<file path="src/hdl/aarm_pkg.sv">
// Types, constants and helper functions of the axis-angle rotation matrix core.
// No dependencies.
`default_nettype none
package aarm_pkg;

  localparam int CordicStagesDef = 24;

  localparam logic signed [26:0] Deg360 = 27'sd23592960;
  localparam logic signed [26:0] Deg180 = 27'sd11796480;
  localparam logic signed [26:0] Deg90  = 27'sd5898240;
  localparam logic [24:0]        Deg2Rad = 25'd18740330;
  localparam logic signed [33:0] CordicGain = 34'sd652032874;
  localparam logic signed [33:0] Q30One = 34'sd1073741824;

  typedef struct packed {
    logic signed [25:0] angle_deg;
    logic signed [31:0] axis_x;
    logic signed [31:0] axis_y;
    logic signed [31:0] axis_z;
  } in_t;

  typedef struct packed {
    logic signed [31:0] m00;
    logic signed [31:0] m01;
    logic signed [31:0] m02;
    logic signed [31:0] m10;
    logic signed [31:0] m11;
    logic signed [31:0] m12;
    logic signed [31:0] m20;
    logic signed [31:0] m21;
    logic signed [31:0] m22;
    logic               axis_zero;
  } out_t;

  // Classified transaction handed from front to back.
  typedef struct packed {
    logic              neg_s;
    logic              neg_c;
    logic              zero;
    logic signed [5:0] k;
    logic [2:0]        vneg;
    logic [2:0][31:0]  mag;
    logic [31:0]       rad;
    logic [63:0]       t;
  } fe_t;

  // State carried along the back-end chain.
  typedef struct packed {
    logic              neg_s;
    logic              neg_c;
    logic              zero;
    logic signed [5:0] k;
    logic [2:0]        vneg;
    logic [2:0][31:0]  mag;
    logic signed [33:0] cx;
    logic signed [33:0] cy;
    logic signed [33:0] cz;
    logic [63:0]       t;
    logic [63:0]       res;
    logic [2:0][65:0]  rem;
    logic [2:0][33:0]  quo;
  } bk_t;

  function automatic logic [31:0] atan_q30(input int unsigned i);
    logic [31:0] r;
    case (i)
      0: r = 32'h3243F6A8;   1: r = 32'h1DAC6705;   2: r = 32'h0FADBAFC;
      3: r = 32'h07F56EA6;   4: r = 32'h03FEAB76;   5: r = 32'h01FFD55B;
      6: r = 32'h00FFFAAA;   7: r = 32'h007FFF55;   8: r = 32'h003FFFEA;
      9: r = 32'h001FFFFD;   10: r = 32'h000FFFFF;  11: r = 32'h0007FFFF;
      12: r = 32'h0003FFFF;  13: r = 32'h0001FFFF;  14: r = 32'h0000FFFF;
      15: r = 32'h00007FFF;  16: r = 32'h00003FFF;  17: r = 32'h00001FFF;
      18: r = 32'h00000FFF;  19: r = 32'h000007FF;  20: r = 32'h000003FF;
      21: r = 32'h000001FF;  22: r = 32'h000000FF;  23: r = 32'h0000007F;
      24: r = 32'h0000003F;  25: r = 32'h0000001F;  26: r = 32'h0000000F;
      27: r = 32'h00000008;  28: r = 32'h00000004;  29: r = 32'h00000002;
      30: r = 32'h00000001;
      default: r = 32'h00000000;
    endcase
    return r;
  endfunction

  function automatic logic signed [31:0] sat32(input logic signed [35:0] v);
    logic signed [31:0] r;
    if (v > 36'sd2147483647) begin
      r = 32'sh7FFFFFFF;
    end else if (v < -36'sd2147483648) begin
      r = 32'sh80000000;
    end else begin
      r = v[31:0];
    end
    return r;
  endfunction

endpackage
`default_nettype wire

</file>
<file path="src/hdl/aarm_fifo.sv">
// Two-entry queue between the front and back ends.
// Depends on aarm_pkg.
`default_nettype none
module aarm_fifo (
  input  wire logic      clk_i,
  input  wire logic      rst_ni,
  input  wire logic      push_i,
  input  aarm_pkg::fe_t  data_i,
  input  wire logic      pop_i,
  output logic           valid_o,
  output logic           full_o,
  output aarm_pkg::fe_t  data_o
);
  import aarm_pkg::*;

  fe_t        mem_q [2];
  logic       wr_q, rd_q;
  logic [1:0] cnt_q;
  logic       do_pop, do_push;

  assign do_pop  = pop_i && (cnt_q != 2'd0);
  assign do_push = push_i && (cnt_q != 2'd2);

  always_ff @(posedge clk_i or negedge rst_ni) begin
    if (!rst_ni) begin
      wr_q  <= 1'b0;
      rd_q  <= 1'b0;
      cnt_q <= 2'd0;
    end else begin
      if (do_push) begin
        wr_q <= ~wr_q;
      end
      if (do_pop) begin
        rd_q <= ~rd_q;
      end
      cnt_q <= cnt_q + 2'(do_push) - 2'(do_pop);
    end
  end

  always_ff @(posedge clk_i) begin
    if (do_push) begin
      mem_q[wr_q] <= data_i;
    end
  end

  assign valid_o = cnt_q != 2'd0;
  assign full_o  = cnt_q == 2'd2;
  assign data_o  = mem_q[rd_q];

endmodule
`default_nettype wire

</file>
<file path="config.mk">
export PLATFORM = sky130hd
export DESIGN_NAME = aarm_fifo
export DESIGN_NICKNAME = d
export VERILOG_FILES = /design/src/hdl/aarm_pkg.sv /design/src/hdl/aarm_fifo.sv
export SDC_FILE = /design/constraint.sdc
export NUM_CORES = 1
export LEC_CHECK = 0
export BUFFER_PORTS_ARGS = -buffer_cell sky130_fd_sc_hd__buf_2
export CAP_MARGIN = 40
export CELL_PAD_IN_SITES_DETAIL_PLACEMENT = 2
export CELL_PAD_IN_SITES_GLOBAL_PLACEMENT = 2
export CORE_ASPECT_RATIO = 1.2
export CORE_MARGIN = 5
export CORE_UTILIZATION = 28
export DETAILED_ROUTE_END_ITERATION = 7
export PLACE_DENSITY_LB_ADDON = 0.1
export REMOVE_ABC_BUFFERS = 1
export SLEW_MARGIN = 20
export SYNTH_ARGS = -nofsm -noshare
export SYNTH_HDL_FRONTEND = slang
export SYNTH_SLANG_ARGS = --single-unit
</file>
<file path="constraint.sdc">
create_clock -name clk_i -period 27.1 [get_ports clk_i]
set_input_delay 2.71 -clock clk_i [delete_from_list [all_inputs] [get_ports clk_i]]
set_output_delay 2.71 -clock clk_i [all_outputs]
set_load 0.02 [all_outputs]
</file>
==> results of run 1 <==
-- state kept, by name (all words and copies together) (netlist names) --
signal and flops:
mem_q 408, wr_q 1, cnt_q 2, rd_q 1
-- cell usage after synthesis --
cell type / number
edfxtp_1: 408
buf_6: 18
dfrtp_1: 4
or2_2: 1
xor2_1: 1
and3_1: 1
xnor2_1: 3
inv_1: 2
nand2_1: 1
nor2_1: 1
buf_2: 5
ha_1: 2
and2_1: 1
nand2b_1: 1
mux2_4: 150
mux2_2: 54
-- how the worst max path moves through the flow --
stage | to | cells past startpoint | from | slack, ns
global placement | data_o[35] | 4 | rd_q | 20.91
CTS | data_o[30] | 5 | rd_q | 20.99
detailed placement | data_o[30] | 5 | rd_q | 21.63
floorplan | mem_q[0][0] | 2 | push_i | 15.07
finish | data_o[30] | 6 | rd_q | 21.35
global route | data_o[39] | 6 | rd_q | 21.17
-- cell families after synthesis --
kind of cell,Yosys count,share of synthesized area [%]
muxes,204,18.4
xor gates and xnor gates,4,0.225
DFF,412,79.5
and+or+nand+nor,6,0.209
adders and majority gates,2,0.161
buffers and inverters,25,1.51
-- cell type report --
| cell class | count | area (sq um) | share of cell area, % |
|---|---|---|---|
| Clock inverter | 22 | 196 | 0.980 |
| Multi-Input combinational cell | 216 | 2970 | 14.8 |
| Timing Repair Buffer | 430 | 2350 | 11.7 |
| Clock buffer | 59 | 1260 | 6.30 |
| Tap cell | 720 | 901 | 4.49 |
| Antenna cell | 4 | 10.0 | 0.0499 |
| Inverter | 2 | 7.51 | 0.0374 |
| Sequential cell | 412 | 12400 | 61.6 |
-- power groups by stage --
stage | logic (W) | clock network, W | registers, W
floorplan | 0.000600 | 0 | 0.00101
global placement | 0.000813 | 0 | 0.000940
detailed placement | 0.000854 | 0 | 0.000927
CTS | 0.000856 | 0.000633 | 0.000914
global route | 0.000884 | 0.000660 | 0.000922
finish | 0.000828 | 0.000604 | 0.000911
-- worst max-delay path, delay by kind of cell, from the launching register on --
kind / cells / cell delay (ns)
DFF: 1 / 0.53
muxes: 1 / 0.38
buffers and inverters: 5 / 1.44
-- layer usage --
| layer | global-route usage (%) | wire length, microns |
|---|---|---|
| met1 | 14.1 | 14700 |
| met2 | 24.1 | 22300 |
| met3 | 4.83 | 3400 |
| met4 | 4.38 | 1090 |
| met5 | 0 | 57 |
-- through the flow --
step                      instance area, sq um  hold slack, ns  setup WS (ns)  std cells
after floorplan                          15300           0.460          15.07        630
after global placement                   18400           0.488          20.91       1772
after detailed placement                 18600           0.488          21.63       1779
after CTS                                20000           0.500          20.99       1860
after global routing                     20000           0.520          21.17       1863
final                                    20100           0.499          21.35       1865
==> impl_metrics.yaml, run 1 <==
power_and_ir_drop:
  power_w: 0.00234
  p_leak_nw: 7.81
  p_int_w: 0.00158
  pwr-share-comb_pct: 35.3
  power_switching_w: 0.000763
  peakVddDrop_mv: 0.0581
  sequentialPowerShare_pct: 38.9
  clkPwrFrac_pct: 25.8
  switching_share_pct: 32.6
  p_per_area_nw_per_um2: 117
layout:
  fillers: 5372
  syn_to_final_growth_pct: 29.0
  drive_above_1_share_pct: 60.9
  num-nets-final: 1318
  final_cell_mix: "buf_2, edfxtp_1, mux2_4"
  final_core_util_pct: 36.5
  layout_commonest_cell: "buf_2"
worst_setup_path:
  rrSetupSlack_ns: 24.14
  path_max_fanout: 44
  reg2reg_from: "cnt_q[0]"
  cpMaxStageDelayCell: "dfrtp_4"
  start_kind: "flip-flop"
  worstPathArrival_ns: 3.04
  max_stage_delay_ns: 0.53
  r2r_end: "mem_q[0][149]"
  cp.required_ns: 24.39
  critPathKind: "flip-flop to primary output"
  reg2reg_depth: 5
  worst_setup_path_end_kind: "primary output"
  critical_path.cell_chain: "buf_4 > buf_16 > buf_4 > buf_16 > mux2_2 > buf_2"
synthesis:
  synth_warnings: 0
  ys_seq_area_share_pct: 79.5
  syn_area_sq_um: 15500
  synth.ff_latch_count: 412
  yosys.area.top_type_share_pct: 78.8
  ys_types: 16
  synthTopCellsByArea: "edfxtp_1, mux2_4, mux2_2"
  synthCells: 653
  synth_area_per_cell_sq_um: 23.8
  synth_area_leader_cell: "edfxtp_1"
sta:
  drv_slew: 0
  setup_tns_ns: 0
  setup_violations: 0
  hold_viol: 0
  fin_crit_sh_pct: 21.2
  rsz0062_at_grt: "false"
  skew_ns: 0.0144
  layout_min_cycle_time_ns: 5.75
  maxSlewHeadroom_pct: 50.9
  tightest_slew_ns: 0.736
  timing.fmax_mhz: 174
clocking:
  cts_sinks: 412
  cts_tree: "yes"
  cts-root-buf: "clkbuf_16"
  ctsHoldBuffers: 0
  h-tree-depth: 2
  cts-resized-gates: 0
  cts_buffers: 46
  postCtsSetupBuffers: 0
  clock_latency_ns: 0.56
  clk_path_buf_depth: 3
  clk_pin_slew_worst_paths_ns: 0.05
flow_run:
  drv_cap: 0
global_routing:
  grt_pass1_wl_microns: 58600
  antenna_found_initial: 15
  grt_overflow: 0
  grt.total_usage_pct: 13.2
  grt_max_degree: 51
  grt_pass1_vias: 8894
detailed_routing:
  num_vias: 7738
  firstDrtPassIters: 4
  routed_wl_microns: 41600
  drt-initial-drc-count: 243
  wl_per_cell_microns: 22.3
  routed_via_density: 4.15
  ant_nets: 0
  drc: 0
die:
  die_h_microns: 268
  design.core.area_sq_um: 54900
  initial_core_util_pct: 28.3
  fp.dieArea_sq_um: 60300
  die_w_microns: 225
  core.rowCount: 94
  io_pins: 414
hold_path:
  hold_path_startpoint: "cnt_q[1]"
  hp-class: "flip-flop to flip-flop"
  holdPathStages: 1
  hold_end: "cnt_q[1]"
status:
  outcome: "finished clean"
place:
  gp_congestion: 0.720
  port_buffers: 413
  dpl.hpwl_microns: 30400
(Power assumes the default switching activity.)
==> inputs of run 2 (changes only) <==
ABC_AREA = 1   (was unset)
clock period = 5.37 ns   (was 27.1 ns; I/O delays follow)
==> run 2 against run 1 <==
Final area shrank 3.4%. Core utilization shrank 0.41 points. Global-route usage is 2.2 points higher. Largest power group unchanged. Sequential power increased to 5.0 times the previous value. Die area is 2.5% lower. Via count rose by 27%. Clock-buffer cell count is 6 higher. Critical endpoint is now data_o[32]. Power rose to 5.0 times the previous value. Synthesized cell count up 68%. Clock skew shrank 0.0036 ns. Non-clock buffer count fell by 3. Combinational power increased to 5.0 times the previous value.
==> impl_metrics.yaml, run 2 <==
status:
  outcome: "finished clean"
sta:
  fin_crit_sh_pct: 64.6
  setup_violations: 0
  skew_ns: 0.0108
  tightest_slew_ns: 0.847
  setup_ws_ns: 1.90
  maxSlewHeadroom_pct: 43.5
  hold_viol: 0
  rsz0062_at_grt: "false"
  timing.fmax_mhz: 288
  drv_slew: 0
  layout_min_cycle_time_ns: 3.47
synthesis:
  synthTopCellsByArea: "edfxtp_1, nand2_1, buf_6"
  post-synth-top-count-cell: "nand2_1"
  ys_seq_area_share_pct: 81.6
  ys_types: 12
  synth-async-reset-ratio_pct: 0.971
  yosys.area.top_type_share_pct: 80.9
  synthFlopType: "edfxtp_1"
  syn_area_sq_um: 15100
  synth_edf_count: 408
  synth_area_leader_cell: "edfxtp_1"
  synth.ff_latch_count: 412
  synthCells: 1098
  synth_warnings: 0
  synth_area_per_cell_sq_um: 13.8
  yosys-top-cells-count: "nand2_1, edfxtp_1, buf_2, buf_6, inv_1"
worst_setup_path:
  rrSetupSlack_ns: 3.01
  critical_path.cell_chain: "buf_4 > buf_4 > nand2_1 > nand2_1 > buf_2"
  max_stage_delay_ns: 0.68
  start_kind: "flip-flop"
  critPathKind: "flip-flop to primary output"
  cpMaxStageDelayCell: "dfrtp_4"
  cp.required_ns: 4.83
  crit_buf_inv: 3
  worstPathArrival_ns: 2.93
  path_max_fanout: 56
  startpoint: "rd_q"
  reg2reg_from: "cnt_q[1]"
  cp_top_family: "buffers and inverters"
  worst_setup_path_end_kind: "primary output"
detailed_routing:
  drc: 0
  drt-met1-wl_microns: 17300
  ant_nets: 0
  routed_via_density: 4.31
  wl_met3_microns: 3720
  routed_wl_microns: 47200
  num_vias: 9854
  wl_met2_microns: 24900
  top_layer: "met5"
  wl_per_cell_microns: 20.6
  drt-initial-drc-count: 397
  firstDrtPassIters: 4
global_routing:
  grt_pass1_vias: 11000
  antenna_found_initial: 20
  grt_pass1_wl_microns: 69000
  grt_max_degree: 124
  grt.total_usage_pct: 15.4
  grt_overflow: 0
place:
  gp_congestion: 0.753
  dpl.hpwl_microns: 32700
  placed_cells_incl_taps: 2191
  dp_slack_ns: 2.36
  dpl-instance-area_sq_um: 18000
  port_buffers: 413
layout:
  num-nets-final: 1737
  drive_above_1_share_pct: 31.2
  largest_reg_flops: 408
  top_register: "mem_q"
  reg_top3: "mem_q: 408 flops, cnt_q: 2 flops"
  layout_commonest_cell: "nand2_1"
  ff_latch_area_sq_um: 12400
  final_cell_area_sq_um: 19400
  fin_cells: 2287
  fillers: 5649
  multiInputGateArea_sq_um: 2400
  syn_to_final_growth_pct: 27.9
  final_cell_mix: "nand2_1, buf_2, edfxtp_1"
clocking:
  h-tree-depth: 2
  cts_sinks: 412
  clk_path_buf_depth: 3
  clk_pin_slew_worst_paths_ns: 0.06
  postCtsSetupBuffers: 0
  cts-root-buf: "clkbuf_16"
  cts_buffers: 45
  clock_latency_ns: 0.55
  cts_tree: "yes"
die:
  io_pins: 414
  die_w_microns: 222
  initial_core_util_pct: 28.2
  design.core.area_sq_um: 53600
  die_h_microns: 265
  core.rowCount: 93
  fp.dieArea_sq_um: 58800
hold_path:
  hold_path_startpoint: "data_i[183]"
  hp-class: "input pin to flip-flop"
power_and_ir_drop:
  peakVddDrop_mv: 0.265
  p_leak_nw: 8.18
  p_per_area_nw_per_um2: 601
flow_run:
  drv_cap: 0
## run 2: logic make-up (layout without fill, tap and decap cells)
kind of cell / Yosys count / in the layout / synth area share (%)
other: 0 / 14 / 0
adders and majority gates: 2 / 2 / 0.165
buffers and inverters: 55 / 518 / 2.61
DFF: 412 / 412 / 81.6
and+or+nand+nor: 629 / 629 / 15.6
## run 2: stage by stage
stage	total power [W]	TNS [ns]	hold WS, ns	utilization (%)
after global placement	0.00886	0	0.376	33.3
after global routing	0.0124	0	0.123	36.1
after floorplan	0.00731	-1037.55	0.241	-
after CTS	0.0120	0	0.116	36.0
final	0.0116	0	0.167	36.1
after detailed placement	0.00898	0	0.375	33.5
## run 2: per-layer routing
layer	global-route usage [%]	vias up
li1	-	4589
met1	16.8	4906
met2	27.8	271
met3	5.91	74
met4	4.83	14
met5	0	-
## run 2: what timing repair did
action / in CTS / in global routing
setup endpoints to repair: 0 / 0
resized for setup: 0 / 0
endpoints found under the hold margin: 4 / 0
hold buffers: 1 / 0
## run 2: worst paths after layout
check | depth (start not counted) | to
max | 5 | data_o[32]
min | 1 | mem_q[1][183]
max reg2reg | 5 | mem_q[1][51]
min reg2reg | 2 | wr_q
max in group asynchronous | 2 | rd_q
min in group asynchronous | 2 | cnt_q[0]
## run 2: where the power goes
part / switching (W) / leakage, nW / internal (W)
registers: 0.000215 / 3.84 / 0.00439
logic: 0.00307 / 3.68 / 0.00107
clock network: 0.00121 / 0.660 / 0.00168
## run 2: layout make-up
type	instances	area share [%]
Inverter	10	0.258
Clock inverter	16	0.678
Tap cell	712	4.60
Clock buffer	65	6.36
Sequential cell	412	63.8
Timing Repair Buffer	427	11.7
Antenna cell	14	0.181
Multi-Input combinational cell	631	12.4
==> inputs of run 3 (changes only) <==
ABC_AREA = 0   (was 1)
clock period = 3.4 ns   (was 5.37 ns; I/O delays follow)
==> run 3 against run 2 <==
Sequential share of layout area down 7.7 points. Combinational power up 63%. Core utilization up 4.0 points. Non-clock buffer count up 207. First-iteration DRC count down 7.3%. Final area up 14%. Global-route usage down 2.0 points. Worst setup slack worse by 1.3 ns. Critical path depth down 2.
==> impl_metrics.yaml, run 3 (synthesis results as in run 1) <==
worst_setup_path:
  cp.required_ns: 3.06
  startpoint: "rd_q"
  worstPathArrival_ns: 2.48
  rrSetupSlack_ns: 1.48
  r2r_end: "mem_q[1][109]"
  cp_top_family: "flip-flops"
  max_stage_delay_ns: 0.88
  crit_cells: 3
  cpMaxStageDelayCell: "dfrtp_4"
  start_kind: "flip-flop"
  critical_path.cell_chain: "buf_4 > mux2_2 > buf_2"
  critPathKind: "flip-flop to primary output"
  reg2reg_depth: 3
  worst_setup_path_end_kind: "primary output"
  reg2reg_from: "cnt_q[1]"
  path_max_fanout: 36
  crit_buf_inv: 2
  cp-endpoint: "data_o[13]"
status:
  outcome: "finished clean"
detailed_routing:
  wl_per_cell_microns: 20.5
  routed_via_density: 4.10
  firstDrtPassIters: 4
  drc: 0
  num_vias: 8481
  drt-initial-drc-count: 368
  ant_nets: 0
  routed_wl_microns: 42300
sta:
  hold_viol: 0
  layout_min_cycle_time_ns: 2.82
  drv_slew: 0
  tightest_slew_ns: 0.714
  timing.fmax_mhz: 354
  setup_violations: 0
  skew_ns: 0.00895
  setup_tns_ns: 0
  setup_ws_ns: 0.576
  maxSlewHeadroom_pct: 52.4
  fin_crit_sh_pct: 83.1
  rsz0062_at_grt: "false"
die:
  initial_core_util_pct: 28.3
  io_pins: 414
  design.core.area_sq_um: 54900
  core.rowCount: 94
  die_h_microns: 268
  die_w_microns: 225
  fp.dieArea_sq_um: 60300
clocking:
  cts_tree: "yes"
  clk_path_buf_depth: 3
  ctsHoldBuffers: 205
  cts-resized-gates: 0
  cts_buffers: 47
  postCtsSetupBuffers: 0
  cts_sinks: 412
  clock_latency_ns: 0.56
  h-tree-depth: 2
  clk_pin_slew_worst_paths_ns: 0.06
  cts-root-buf: "clkbuf_16"
power_and_ir_drop:
  p_leak_nw: 8.61
  peakVddDrop_mv: 0.463
  p_per_area_nw_per_um2: 851
layout:
  multiInputGateArea_sq_um: 2970
  final_cell_mix: "buf_2, edfxtp_1, dlygate4sd3_1"
  drive_above_1_share_pct: 51.8
  fillers: 5341
  ff_latch_area_sq_um: 12400
  syn_to_final_growth_pct: 41.6
  top_register: "mem_q"
  num-nets-final: 1523
  largest_reg_flops: 408
  layout_commonest_cell: "buf_2"
  fin_cells: 2070
  reg_top3: "mem_q: 408 flops, cnt_q: 2 flops"
place:
  placed_cells_incl_taps: 1779
  dpl.hpwl_microns: 28600
  gp_congestion: 0.719
  port_buffers: 413
  dp_slack_ns: 1.12
hold_path:
  hp-class: "input pin to asynchronous set/reset pin"
global_routing:
  grt_pass1_wl_microns: 61200
  grt_overflow: 0
  grt_max_degree: 77
  antenna_found_initial: 3
  grt.total_usage_pct: 13.4
  grt_pass1_vias: 9882
flow_run:
  drv_cap: 0
run 3: changes by cell type in the layout (fill, tap and decap cells not counted), moves of 4 or more:
| cell | before | now |
|---|---|---|
| mux2_4 | 0 | 150 |
| diode_2 | 14 | 3 |
| dlygate4sd3_1 | 1 | 205 |
| clkbuf_16 | 45 | 49 |
| nand2_1 | 625 | 1 |
| clkinv_1 | 7 | 13 |
| buf_12 | 3 | 10 |
| mux2_2 | 0 | 54 |
| inv_1 | 8 | 2 |
| clkbuf_1 | 17 | 9 |
run 3: stage by stage:
stage	hold slack (ns)	power [W]	util, %	cell area (sq um)
final	0.147	0.0187	40.1	22000
after global routing	0.108	0.0197	40.1	22000
after CTS	0.105	0.0192	40.1	22000
after detailed placement	0.166	0.0142	33.8	18500
after global placement	0.159	0.0141	33.8	18500
after floorplan	0.0444	0.0107	-	15300
run 3: worst min-delay path by stage:
stage	from	endpoint	slack [ns]	cells after the start
after global placement	rst_ni	wr_q	0.16	1
final	rst_ni	cnt_q[0]	0.15	2
after detailed placement	rst_ni	wr_q	0.17	1
after CTS	rst_ni	rd_q	0.10	2
after floorplan	rst_ni	cnt_q[0]	0.04	0
after global routing	rst_ni	rd_q	0.11	2
run 3: metal layers:
| layer | vias up | track usage, % | share of wire, % |
|---|---|---|---|
| li1 | 3935 | - | - |
| met1 | 4248 | 15.0 | 37 |
| met2 | 238 | 24.7 | 54 |
| met3 | 58 | 3.94 | 6.8 |
| met4 | 2 | 3.87 | 2.2 |
| met5 | - | 0 | 0.031 |
run 3: power breakdown:
group,switching [W],internal [W],leakage [nW]
Combinational,0.00387,0.00286,4.10
Sequential,0.000380,0.00694,3.83
Clock,0.00199,0.00269,0.681
run 3: area by class of cell:
class	instances	area share, %
Antenna cell	3	0.0341
Timing Repair Buffer	634	19.8
Sequential cell	412	56.1
Inverter	2	0.0341
Multi-Input combinational cell	216	13.5
Tap cell	720	4.09
Clock buffer	58	5.73
Clock inverter	25	0.660
